$ cat src/dre_pkg.sv
// ---------------------------------------------------------------------------
// dre_pkg
// Types and constants of the DNS response A-record extractor.
// ---------------------------------------------------------------------------
package dre_pkg;

    localparam int MAX_PACKET_BYTES = 512;
    localparam int POS_W            = $clog2(MAX_PACKET_BYTES + 1);
    localparam int MIN_HEADER_BYTES = 12;
    localparam int AHDR_BYTES       = 10;
    localparam int QFIXED_BYTES     = 4;
    localparam int ADDR_BYTES       = 4;

    typedef enum logic [2:0] {
        ST_FOUND        = 3'd0,
        ST_SHORT        = 3'd1,
        ST_NOT_RESPONSE = 3'd2,
        ST_NO_ANSWERS   = 3'd3,
        ST_MALFORMED    = 3'd4,
        ST_NO_A         = 3'd5,
        ST_UNDECIDED    = 3'd7
    } t_status;

    typedef enum logic [3:0] {
        PH_HEADER  = 4'd0,
        PH_NAME    = 4'd1,
        PH_LABEL   = 4'd2,
        PH_POINTER = 4'd3,
        PH_QFIXED  = 4'd4,
        PH_AHEADER = 4'd5,
        PH_AADDR   = 4'd6,
        PH_RDATA   = 4'd7,
        PH_DONE    = 4'd8
    } t_phase;

    typedef struct packed {
        logic [2:0]  status;
        logic [31:0] address;
    } t_result;

endpackage

$ cat src/dre_if.sv
// ---------------------------------------------------------------------------
// dre_byte_if / dre_result_if
// Valid/ready channels for packet bytes and for results.
// ---------------------------------------------------------------------------
interface dre_byte_if;
    logic       valid;
    logic       ready;
    logic [7:0] data_byte;
    logic       last;

    modport source (output valid, output data_byte, output last, input ready);
    modport sink   (input valid, input data_byte, input last, output ready);
endinterface

interface dre_result_if;
    logic        valid;
    logic        ready;
    logic [2:0]  status;
    logic [31:0] address;

    modport source (output valid, output status, output address, input ready);
    modport sink   (input valid, input status, input address, output ready);
endinterface

$ cat src/dns_response_a_record_extractor.sv
// DNS response A-record extractor: takes one packet byte per cycle with no
// gaps of its own, one byte per transfer; the parse state advances in the
// same cycle the byte is taken and is cleared on the byte marked last. The
// status and address of that byte are written to a two-entry result queue
// and are offered on the result channel behind any older result. The byte
// channel stalls only while both queue entries are held by results not taken.
// ---------------------------------------------------------------------------
// dns_response_a_record_extractor
// Top level: byte parser and result queue.
// ---------------------------------------------------------------------------
module dns_response_a_record_extractor (
    input  logic         i_clk,
    input  logic         i_rst_n,
    dre_byte_if.sink     i_byte,
    dre_result_if.source o_result
);
    import dre_pkg::*;

    logic    push;
    logic    space;
    t_result res;

    dre_parser u_parser (
        .i_clk   (i_clk),
        .i_rst_n (i_rst_n),
        .i_byte  (i_byte),
        .i_space (space),
        .o_push  (push),
        .o_res   (res)
    );

    dre_outq u_outq (
        .i_clk    (i_clk),
        .i_rst_n  (i_rst_n),
        .i_push   (push),
        .i_res    (res),
        .o_space  (space),
        .o_result (o_result)
    );

endmodule

$ cat src/dre_parser.sv
// ---------------------------------------------------------------------------
// dre_parser
// Byte-wise DNS parse state; produces one result on the last byte.
// ---------------------------------------------------------------------------
module dre_parser (
    input  logic             i_clk,
    input  logic             i_rst_n,
    dre_byte_if.sink         i_byte,
    input  logic             i_space,
    output logic             o_push,
    output dre_pkg::t_result o_res
);
    import dre_pkg::*;

    logic [POS_W-1:0] r_pos,     n_pos;
    t_phase           r_phase,   n_phase;
    logic [15:0]      r_qleft,   n_qleft;
    logic [15:0]      r_aleft,   n_aleft;
    logic [15:0]      r_skip,    n_skip;
    logic [15:0]      r_fshift,  n_fshift;
    logic [15:0]      r_rtype,   n_rtype;
    logic [31:0]      r_addr,    n_addr;
    t_status          r_verdict, n_verdict;

    logic        accept;
    logic [7:0]  b;
    logic [15:0] dec;
    logic [3:0]  idx;
    t_status     status;

    assign i_byte.ready = i_space;
    assign accept       = i_byte.valid && i_space;
    assign b            = i_byte.data_byte;
    assign dec          = r_skip - 16'd1;
    assign idx          = 4'(AHDR_BYTES) - r_skip[3:0];

    always_comb begin
        n_pos     = r_pos;
        n_phase   = r_phase;
        n_qleft   = r_qleft;
        n_aleft   = r_aleft;
        n_skip    = r_skip;
        n_fshift  = r_fshift;
        n_rtype   = r_rtype;
        n_addr    = r_addr;
        n_verdict = r_verdict;
        if (r_pos < POS_W'(MAX_PACKET_BYTES)) begin
            n_pos = r_pos + POS_W'(1);
            case (r_phase)
                PH_HEADER: begin
                    if (r_pos == POS_W'(2) && !b[7]) n_verdict = ST_NOT_RESPONSE;
                    if (r_pos == POS_W'(4)) n_qleft = {b, 8'h00};
                    if (r_pos == POS_W'(5)) n_qleft = {r_qleft[15:8], b};
                    if (r_pos == POS_W'(6)) n_aleft = {b, 8'h00};
                    if (r_pos == POS_W'(7)) begin
                        n_aleft = {r_aleft[15:8], b};
                        if (r_verdict == ST_UNDECIDED && {r_aleft[15:8], b} == 16'd0)
                            n_verdict = ST_NO_ANSWERS;
                    end
                    if (r_pos == POS_W'(11))
                        n_phase = (r_verdict == ST_UNDECIDED) ? PH_NAME : PH_DONE;
                end
                PH_NAME: begin
                    if (b[7:6] == 2'b11) begin
                        n_phase = PH_POINTER;
                    end else if (b == 8'd0) begin
                        if (r_qleft != 16'd0) begin
                            n_phase = PH_QFIXED;
                            n_skip  = 16'(QFIXED_BYTES);
                        end else begin
                            n_phase  = PH_AHEADER;
                            n_skip   = 16'(AHDR_BYTES);
                            n_fshift = 16'd0;
                            n_rtype  = 16'd0;
                        end
                    end else begin
                        n_skip  = {8'h00, b};
                        n_phase = PH_LABEL;
                    end
                end
                PH_LABEL: begin
                    n_skip = dec;
                    if (dec == 16'd0) n_phase = PH_NAME;
                end
                PH_POINTER: begin
                    if (r_qleft != 16'd0) begin
                        n_phase = PH_QFIXED;
                        n_skip  = 16'(QFIXED_BYTES);
                    end else begin
                        n_phase  = PH_AHEADER;
                        n_skip   = 16'(AHDR_BYTES);
                        n_fshift = 16'd0;
                        n_rtype  = 16'd0;
                    end
                end
                PH_QFIXED: begin
                    n_skip = dec;
                    if (dec == 16'd0) begin
                        n_qleft = r_qleft - 16'd1;
                        n_phase = PH_NAME;
                    end
                end
                PH_AHEADER: begin
                    if (idx == 4'd0) n_rtype  = {b, 8'h00};
                    if (idx == 4'd1) n_rtype  = {r_rtype[15:8], b};
                    if (idx == 4'd8) n_fshift = {b, 8'h00};
                    if (idx == 4'd9) n_fshift = {r_fshift[15:8], b};
                    n_skip = dec;
                    if (dec == 16'd0) begin
                        if (n_rtype == 16'd1 && n_fshift == 16'(ADDR_BYTES)) begin
                            n_phase = PH_AADDR;
                            n_skip  = 16'(ADDR_BYTES);
                            n_addr  = 32'd0;
                        end else if (n_fshift == 16'd0) begin
                            n_aleft = r_aleft - 16'd1;
                            if (r_aleft == 16'd1) begin
                                n_verdict = ST_NO_A;
                                n_phase   = PH_DONE;
                            end else begin
                                n_phase = PH_NAME;
                            end
                        end else begin
                            n_phase = PH_RDATA;
                            n_skip  = n_fshift;
                        end
                    end
                end
                PH_AADDR: begin
                    n_addr = {r_addr[23:0], b};
                    n_skip = dec;
                    if (dec == 16'd0) begin
                        n_verdict = ST_FOUND;
                        n_phase   = PH_DONE;
                    end
                end
                PH_RDATA: begin
                    n_skip = dec;
                    if (dec == 16'd0) begin
                        n_aleft = r_aleft - 16'd1;
                        if (r_aleft == 16'd1) begin
                            n_verdict = ST_NO_A;
                            n_phase   = PH_DONE;
                        end else begin
                            n_phase = PH_NAME;
                        end
                    end
                end
                default: ;
            endcase
        end
    end

    always_comb begin
        if (n_pos < POS_W'(MIN_HEADER_BYTES)) begin
            status = ST_SHORT;
        end else if (n_phase == PH_DONE) begin
            status = (n_verdict == ST_UNDECIDED) ? ST_MALFORMED : n_verdict;
        end else if (n_phase == PH_AADDR || n_phase == PH_RDATA) begin
            status = (n_aleft == 16'd1) ? ST_NO_A : ST_MALFORMED;
        end else begin
            status = ST_MALFORMED;
        end
    end

    assign o_push        = accept && i_byte.last;
    assign o_res.status  = status;
    assign o_res.address = (status == ST_FOUND) ? n_addr : 32'd0;

    always_ff @(posedge i_clk) begin
        if (!i_rst_n || (accept && i_byte.last)) begin
            r_pos     <= '0;
            r_phase   <= PH_HEADER;
            r_qleft   <= '0;
            r_aleft   <= '0;
            r_skip    <= '0;
            r_fshift  <= '0;
            r_rtype   <= '0;
            r_addr    <= '0;
            r_verdict <= ST_UNDECIDED;
        end else if (accept) begin
            r_pos     <= n_pos;
            r_phase   <= n_phase;
            r_qleft   <= n_qleft;
            r_aleft   <= n_aleft;
            r_skip    <= n_skip;
            r_fshift  <= n_fshift;
            r_rtype   <= n_rtype;
            r_addr    <= n_addr;
            r_verdict <= n_verdict;
        end
    end

endmodule

$ cat src/dre_outq.sv
// ---------------------------------------------------------------------------
// dre_outq
// Two-entry result queue in front of the result channel.
// ---------------------------------------------------------------------------
module dre_outq (
    input  logic             i_clk,
    input  logic             i_rst_n,
    input  logic             i_push,
    input  dre_pkg::t_result i_res,
    output logic             o_space,
    dre_result_if.source     o_result
);
    import dre_pkg::*;

    t_result    r_ent0, r_ent1;
    logic [1:0] r_cnt;
    logic       pop;

    assign pop              = (r_cnt != 2'd0) && o_result.ready;
    assign o_space          = (r_cnt != 2'd2);
    assign o_result.valid   = (r_cnt != 2'd0);
    assign o_result.status  = r_ent0.status;
    assign o_result.address = r_ent0.address;

    always_ff @(posedge i_clk) begin
        if (!i_rst_n) begin
            r_cnt <= 2'd0;
        end else begin
            r_cnt <= r_cnt + 2'(i_push) - 2'(pop);
        end
    end

    always_ff @(posedge i_clk) begin
        if (pop) begin
            r_ent0 <= (i_push && r_cnt == 2'd1) ? i_res : r_ent1;
            if (i_push && r_cnt == 2'd2) r_ent1 <= i_res;
        end else if (i_push) begin
            if (r_cnt == 2'd0) begin
                r_ent0 <= i_res;
            end else begin
                r_ent1 <= i_res;
            end
        end
    end

endmodule

$ cat src/flat_wrapper.sv
// flat-port wrapper written by rule: the top's interface ports become plain ports
module dns_response_a_record_extractor_flat import dre_pkg::*;
  (i_clk, i_rst_n, i_byte_valid, i_byte_data_byte, i_byte_last, i_byte_ready, o_result_valid, o_result_status, o_result_address, o_result_ready);
  dre_byte_if i_byte_i ();
  dre_result_if o_result_i ();
  input  logic i_clk;
  input  logic i_rst_n;
  input wire logic [$bits(i_byte_i.valid)-1:0] i_byte_valid;
  input wire logic [$bits(i_byte_i.data_byte)-1:0] i_byte_data_byte;
  input wire logic [$bits(i_byte_i.last)-1:0] i_byte_last;
  output wire logic [$bits(i_byte_i.ready)-1:0] i_byte_ready;
  output wire logic [$bits(o_result_i.valid)-1:0] o_result_valid;
  output wire logic [$bits(o_result_i.status)-1:0] o_result_status;
  output wire logic [$bits(o_result_i.address)-1:0] o_result_address;
  input wire logic [$bits(o_result_i.ready)-1:0] o_result_ready;
  assign i_byte_i.valid = i_byte_valid;
  assign i_byte_i.data_byte = i_byte_data_byte;
  assign i_byte_i.last = i_byte_last;
  assign i_byte_ready = i_byte_i.ready;
  assign o_result_valid = o_result_i.valid;
  assign o_result_status = o_result_i.status;
  assign o_result_address = o_result_i.address;
  assign o_result_i.ready = o_result_ready;
  dns_response_a_record_extractor u_core (.i_clk(i_clk), .i_rst_n(i_rst_n), .i_byte(i_byte_i), .o_result(o_result_i));
endmodule
$ cat config.mk
export PLATFORM = sky130hd
export DESIGN_NAME = dns_response_a_record_extractor_flat
export DESIGN_NICKNAME = d
export VERILOG_FILES = /design/src/dre_pkg.sv /design/src/dre_if.sv /design/src/dns_response_a_record_extractor.sv /design/src/dre_parser.sv /design/src/dre_outq.sv /design/src/flat_wrapper.sv
export SDC_FILE = /design/constraint.sdc
export NUM_CORES = 1
export LEC_CHECK = 0
export BUFFER_PORTS_ARGS = -buffer_cell sky130_fd_sc_hd__buf_4
export CAP_MARGIN = 20
export CORE_MARGIN = 3
export CORE_UTILIZATION = 51
export DETAILED_ROUTE_END_ITERATION = 12
export PLACE_DENSITY = 0.68
export SYNTH_ARGS = -nofsm -noshare
export SYNTH_HDL_FRONTEND = slang
export SYNTH_SLANG_ARGS = --single-unit
$ cat constraint.sdc
create_clock -name i_clk -period 7.8 [get_ports i_clk]
set_input_delay 0.39 -clock i_clk [delete_from_list [all_inputs] [get_ports i_clk]]
set_output_delay 0.39 -clock i_clk [all_outputs]
set_load 0.01 [all_outputs]
==> summary.md, run 1 <==
| Metric | Value |
|---|---|
| IO Count | 50 |
| Final setup viols | 0 |
| GRT overflow | 0 |
| Routed vias/inst | 6.412 |
| Final hold violation count | 0 |
| Crit start category | flip-flop |
| Starting density of the core | 52.63% |
| Rel. slew slack | 31.05% |
| Library cells used by synthesis | 77 |
| Fin. max-slew vios | 0 |
| First-pass GRT wire length | roughly 50 mm |
| Largest net degree at the start of global routing | 86 |
| Post_cts resized | 0 |
| Clk_lat worst skew | around 0.52 ns |
| Vias after detailed routing | 10300 |
| CTS tree | done |
| Leak Pwr | ~4.4 nW |
| RSZ-0062 raised after global routing | no |
| CP max FO | between 40 and 50 |
| Fin crit period | around 4.9 ns |
| Number of global-route vias before repair | around 9500 |
| Initial antenna violation count | 0 |
| Clock buffer depth | 3 |
| Status | completed |
| HPWL Detailed | about 21 mm |
| Max Freq | a little over 200 MHz |
| Starting DRC count in detailed routing | roughly 970 |
| Required @ worst endpoint | approximately 8 ns |
| Post-route ant nets | 0 |
| EDFF count, synth | 70 |
| Core Box Area | between 20000 and 25000 um2 |
| Worst Skew | 0.01531 ns |
| Share of post-route cells with drive strength above 1 | roughly an eighth |
| Worst Setup End Kind | flip-flop |
| Mapped Nets | roughly 1300 |
| GRT Resource Usage Total | between 20% and 30% |
| Worst-margin pin slew | roughly 1.0 ns |
| CTS HTree Levels | 1 |
| GPL Wtd Cong | roughly 1 |
| Synth top area cells | dfxtp_1 (23%), edfxtp_1 (19%), a22oi_1 (8.1%) |
| GR Layer Usage met1 | a little under two fifths |
| Clock Tree Root | clkbuf_16 |
| Port Buffers | 49 |
| Seq/Total Area, Yosys | between 40% and 50% |
| Asr flop ratio synth | 0% |
| Die area | between 20000 and 25000 um2 |
| Clock transition at the registers of the reported paths | ~0.070 ns |
| Peak supply drop | 145.4 uV |
| Die W | 154.2 um |
| Mapped Cells | around 1300 |
| CP arrival | between 5 and 6 ns |
| Setup_tns | 0 ns |
| CP Class | flip-flop to flip-flop |
| P&R area growth vs syn | 10.64% |
| Sink Count | between 200 and 250 |
| DRC violations left | 0 |
| FP Rows | 53 |
| Flops & latches, synth | roughly 200 |
| Cts-stage hold buffer count | 0 |
| Synth area leader | dfxtp_1 |
| Setup bufs post-CTS | 0 |
| Wire per inst | roughly 20 um |
| WL final | roughly 32 mm |
| Met3 Use GR | between 3 and 4% |
| Max-cap violations | 0 |
| PwrDens | 222.4 nW/um2 |
| Post-Syn Area per Cell | about 8.5 um2 |
| Hold/Removal Path Class | input port to flip-flop |
| Drt pass-1 iters | 6 |
| Grt peak-use layer | met2 |
| Fin nets | approximately 1300 |
| Share of the synthesized area in the top cell type | a little under a quarter |
| CTS Buf Count | 22 |
| Ys Warns | 0 |
| Chip height | about 150 um |
| Period utilization | 63.26% |
| Top FF cell, synth | dfxtp_1 |
| Min Hold Slack | 0.1371 ns |
| # fillers | between 1500 and 2000 |
| Mapped Area | 11200 um2 |
| Ant diodes | 0 |
| Routing usage on met2 | between 30 and 40% |
[layer usage]
layer / share of wire, % / up-vias
li1: - / 4888
met4: 3.2 / 0
met3: 7.3 / 84
met1: 45 / 4897
met2: 44 / 435
met5: 0 / -
[report_power, final]
group	switching (mW)	internal, mW	leakage (nW)
logic	0.334	0.184	2.30
registers	0.0355	1.21	1.73
clock network	0.428	0.567	0.341
[cells by family after synthesis]
family                     Yosys count  share of synthesized area, %
xor gates and xnor gates            24                         1.876
DFF                                201                         42.17
AOI/OAI and AO/OA                  417                         26.75
and+or+nand+nor                    537                         22.38
buffers and inverters              120                         4.367
adders and majority gates           13                         1.452
muxes                               11                         1.005
[layout make-up]
| cell class | count | area (um2) | area share, % |
|---|---|---|---|
| Timing Repair Buffer | 66 | 518.0 | 4.179 |
| Inverter | 24 | 90.09 | 0.7268 |
| Clock inverter | 9 | 60.06 | 0.4845 |
| Sequential cell | 201 | 4725 | 38.11 |
| Clock buffer | 30 | 630.6 | 5.087 |
| Tap cell | 275 | 344.1 | 2.776 |
| Multi-Input combinational cell | 1002 | 6028 | 48.63 |
[critical path, stage by stage, from the launching register on]
cell      delay [ns]
dfxtp_1         0.43
inv_1           0.14
ha_1            0.39
nor3b_1         0.44
xnor2_1         0.17
nand4_1         0.19
nor4_4          0.47
nand2_2         0.25
or4_1           0.67
a211o_1         0.36
a21oi_2         0.21
nand4b_1        0.31
buf_4           0.40
o31ai_2         0.31
[registers in the layout (all words and copies together) (netlist names)]
register                        cells
u_core.u_outq.r_ent1               35
u_core.u_outq.o_result.address     32
u_core.u_parser.r_addr             32
u_core.u_parser.r_aleft            16
u_core.u_parser.r_fshift           16
u_core.u_parser.r_qleft            16
u_core.u_parser.r_rtype            16
u_core.u_parser.r_skip             16
u_core.u_parser.r_pos              10
u_core.u_parser.r_phase             4
u_core.u_outq.o_result.status       3
u_core.u_parser.r_verdict           3
u_core.u_outq.r_cnt                 2
[cell usage after synthesis, types with 13 or more instances]
cell type	count
clkbuf_1	83
nor2_1	203
o21ai_0	68
nor4_1	25
a21oi_1	61
o31ai_2	30
nand2_1	136
inv_1	22
nor3_1	32
edfxtp_1	70
a31oi_1	16
ha_1	13
dfxtp_1	131
xor2_1	13
nand3_1	32
a22oi_1	121
or3_1	14
[per-stage QoR]
step / std cells / power, mW / util (%) / cell area (um2) / setup WS [ns]
after floorplan: 1323 / 1.572 / - / 11200 / 3.869
after global placement: 1565 / 1.778 / 54.78 / 11660 / 2.271
after detailed placement: 1568 / 1.789 / 54.99 / 11710 / 2.943
after CTS: 1607 / 2.783 / 58.23 / 12400 / 2.895
after global routing: 1607 / 2.878 / 58.23 / 12400 / 2.538
final: 1607 / 2.757 / 58.23 / 12400 / 2.866
[worst paths after layout]
kind,startpoint,to,slack [ns],cells after the start
max reg2reg,u_core.u_parser.r_skip[0],u_core.u_outq.o_result.address[22],2.87,13
max,u_core.u_parser.r_skip[0],u_core.u_outq.o_result.address[22],2.87,13
min,i_rst_n,u_core.u_outq.r_cnt[1],0.14,2
min reg2reg,u_core.u_parser.r_qleft[6],u_core.u_parser.r_qleft[6],0.48,2
[layout by cell type, fill, tap and decap left out, drive strengths merged, types with 13 or more instances in the layout]
cell	netlist	routed
nor2	203	203
nand2	137	137
dfxtp	131	131
a22oi	121	121
o21ai	71	71
edfxtp	70	70
buf	13	66
a21oi	62	62
o31ai	39	39
nor3	33	33
nand3	32	32
clkbuf	83	30
nor4	26	26
inv	22	22
a31oi	16	16
or3	14	14
or2	14	14
xor2	13	13
ha	13	13
No activity file was read; power rests on OpenSTA's default activity.
==> run 2: changes to the inputs <==
- PLACE_DENSITY: 0.68 -> 0.71
- clock period: 7.8 -> 4.3 ns (I/O delays scaled with it)
==> run 2 against run 1 <==
  * Setup slack lost 2.6 ns
  * Wire length up 1.9%
  * Sequential power is 82% higher
  * Combinational power is 90% higher
  * Global-route usage up 0.48 points
  * Clock power increased by 110%
  * Die area is the same
  * Non-clock buffer count up 24
  * Final area rose by 2.6%
  * Highest routed layer unchanged
==> summary.md, run 2 (synthesis gave the netlist of run 1 again) <==
| Metric | Value |
|---|---|
| Status | completed |
| Most common cell after layout, fill and taps aside | nor2_1 |
| # fillers | 1911 (+0.58%) |
| Vias after detailed routing | 10340 (+0.34%) |
| Wire length on met1 | 14.31 mm (+0.75%) |
| Share of post-route cells with drive strength above 1 | 13.86% (+1.9 points) |
| Port Buffers | 49 (unchanged) |
| Max Freq | 246.0 MHz (+21%) |
| GPL Wtd Cong | 0.9655 (-1.2%) |
| Post-route ant nets | 0 (unchanged) |
| Largest net degree at the start of global routing | 89 (+3.5%) |
| First-pass GRT wire length | 51.43 mm (+1.5%) |
| Min Hold Slack | 0.1738 ns (+0.03674 ns) |
| PwrDens | 420.2 nW/um2 (+89%) |
| Starting DRC count in detailed routing | 975 (+1.0%) |
| Rel. slew slack | 30.95% (-0.10 points) |
| Dpl ws | 0.1602 ns (-2.782 ns) |
| CP arrival | 4.40 ns (-0.88 ns) |
| Clock transition at the registers of the reported paths | 0.06 ns (about the same) |
| Ant diodes | 0 (unchanged) |
| DRC violations left | 0 (unchanged) |
| Worst-margin pin slew | 1.036 ns (+0.004273 ns) |
| Peak supply drop | 294.0 uV (+100%) |
| Routed vias/inst | 6.339 (-1.1%) |
| Top reg by flops | u_core.u_outq.r_ent1 |
| Final hold violation count | 0 (unchanged) |
| Sink Count | 201 (unchanged) |
| Chip height | 154.2 um (unchanged) |
| Final setup viols | 0 (unchanged) |
| RSZ-0062 raised after global routing | no |
| Final Power | 5.345 mW (+94%) |
| CTS Buf Count | 22 (unchanged) |
| Clock Tree Root | clkbuf_16 |
| Final Util | 59.76% (+1.5 points) |
| GRT Resource Usage Total | 26.09% (+0.48 points) |
| Worst Skew | 0.01023 ns (-0.005082 ns) |
| Crit start category | flip-flop |
| Required @ worst endpoint | 4.63 ns (-3.51 ns) |
| Max-cap violations | 0 (unchanged) |
| Fin. max-slew vios | 0 (unchanged) |
| Metal3 WL | 2.386 mm (+3.1%) |
| Drt pass-1 iters | 6 (unchanged) |
| Setup bufs post-CTS | 0 (unchanged) |
| DR WL met2 | 14.72 mm (+5.1%) |
| Hold/Removal Path Class | input port to flip-flop |
| Clock buffer depth | 3 (unchanged) |
| HPWL Detailed | 21.36 mm (+2.7%) |
| Commonest cells after routing, fill and taps aside | nor2_1 (202), nand2_1 (135), dfxtp_1 (129), a22oi_1 (121), buf_4 (85) |
| Worst Setup End Kind | flip-flop |
| DR top layer | met4 |
| Die area | 23780 um2 (unchanged) |
| Starting density of the core | 52.63% (unchanged) |
| FP Rows | 53 (unchanged) |
| Clk_lat worst skew | 0.51 ns (about the same) |
| CTS tree | done |
| Initial antenna violation count | 0 (unchanged) |
| CP max FO | 64 (+52%) |
| Number of global-route vias before repair | 9554 (+0.30%) |
| Fin crit period | 4.066 ns (-0.8686 ns) |
| IO Count | 50 (unchanged) |
| CP Class | flip-flop to flip-flop |
| Wire per inst | 19.70 um (+0.45%) |
| Reg2Reg Depth | 11 (-2) |
| Fin nets | 1367 (+1.8%) |
| Worst setup margin | 0.2343 ns (-2.631 ns) |
| GRT overflow | 0 (unchanged) |
| Max reg flops | 35 (unchanged) |
| Leak Pwr | 4.563 nW (+4.3%) |
| Period utilization | 94.55% (+31 points) |
| WL final | 32.14 mm (+1.9%) |
| P&R area growth vs syn | 13.55% |
| Hold Path Depth | 3 (+1) |
| Setup_tns | 0 ns (unchanged) |
| CTS HTree Levels | 1 (unchanged) |
| Core Box Area | 21290 um2 (unchanged) |
| Die W | 154.2 um (unchanged) |
==> run 2: changes by cell type in the layout (fill, tap and decap cells not counted), sizes merged <==
cell,before,now
clkinv,10,11
clkbuf,30,24
dlygate4sd3,0,1
buf,66,89
clkinvlp,1,0
bufinv,0,6
==> run 2: power breakdown <==
part           internal (mW)  leakage [nW]  total, mW  switching [mW]
Combinational          0.369          2.43      0.985           0.616
Clock                   1.31         0.398       2.10           0.788
Sequential              2.19          1.73       2.26          0.0710
==> run 2: routing by layer <==
metal,vias to the layer above,global-route usage [%]
li1,4937,-
met1,4926,37.39
met2,419,41.18
met3,57,4.309
met4,0,6.981
met5,-,0
==> run 2: final cells by class <==
| class | count | area, um2 | area share [%] |
|---|---|---|---|
| Multi-Input combinational cell | 1002 | 6030 | 47.40 |
| Inverter | 24 | 90.09 | 0.7082 |
| Clock inverter | 15 | 234.0 | 1.839 |
| Tap cell | 275 | 344.1 | 2.705 |
| Timing Repair Buffer | 90 | 728.2 | 5.724 |
| Sequential cell | 201 | 4727 | 37.16 |
| Clock buffer | 24 | 568.0 | 4.465 |
==> run 2: critical path, cell delays in order, from the launching register on <==
cell      delay, ns
dfxtp_2        0.38
ha_1           0.27
or2_1          0.25
or4_4          0.51
a32o_1         0.23
a211o_1        0.33
or4_4          0.61
a211o_1        0.34
a21oi_2        0.21
nand4b_1       0.19
buf_12         0.27
o31ai_1        0.29
==> run 2: what timing repair did <==
action | CTS | global route
gates resized for setup | 0 | 5
hold endpoints to repair | 2 | 0
hold buffers | 1 | 0
setup endpoints to repair | 0 | 98
==> run 2: worst paths after layout <==
| kind | startpoint | endpoint | slack (ns) |
|---|---|---|---|
| worst max-delay path | u_core.u_parser.r_skip[1] | u_core.u_outq.o_result.address[0] | 0.23 |
| worst min-delay path | i_byte_data_byte[2] | u_core.u_parser.r_rtype[2] | 0.17 |
| worst max register to register | u_core.u_parser.r_skip[1] | u_core.u_outq.o_result.address[0] | 0.23 |
| worst min register to register | u_core.u_parser.r_fshift[2] | u_core.u_parser.r_fshift[2] | 0.47 |
==> run 2: per-stage QoR <==
| stage | area, um2 | cells |
|---|---|---|
| finish | 12720 | 1631 |
| global route | 12720 | 1631 |
| CTS | 12690 | 1630 |
| detailed placement | 11880 | 1590 |
| global placement | 11880 | 1590 |
| floorplan | 11200 | 1323 |
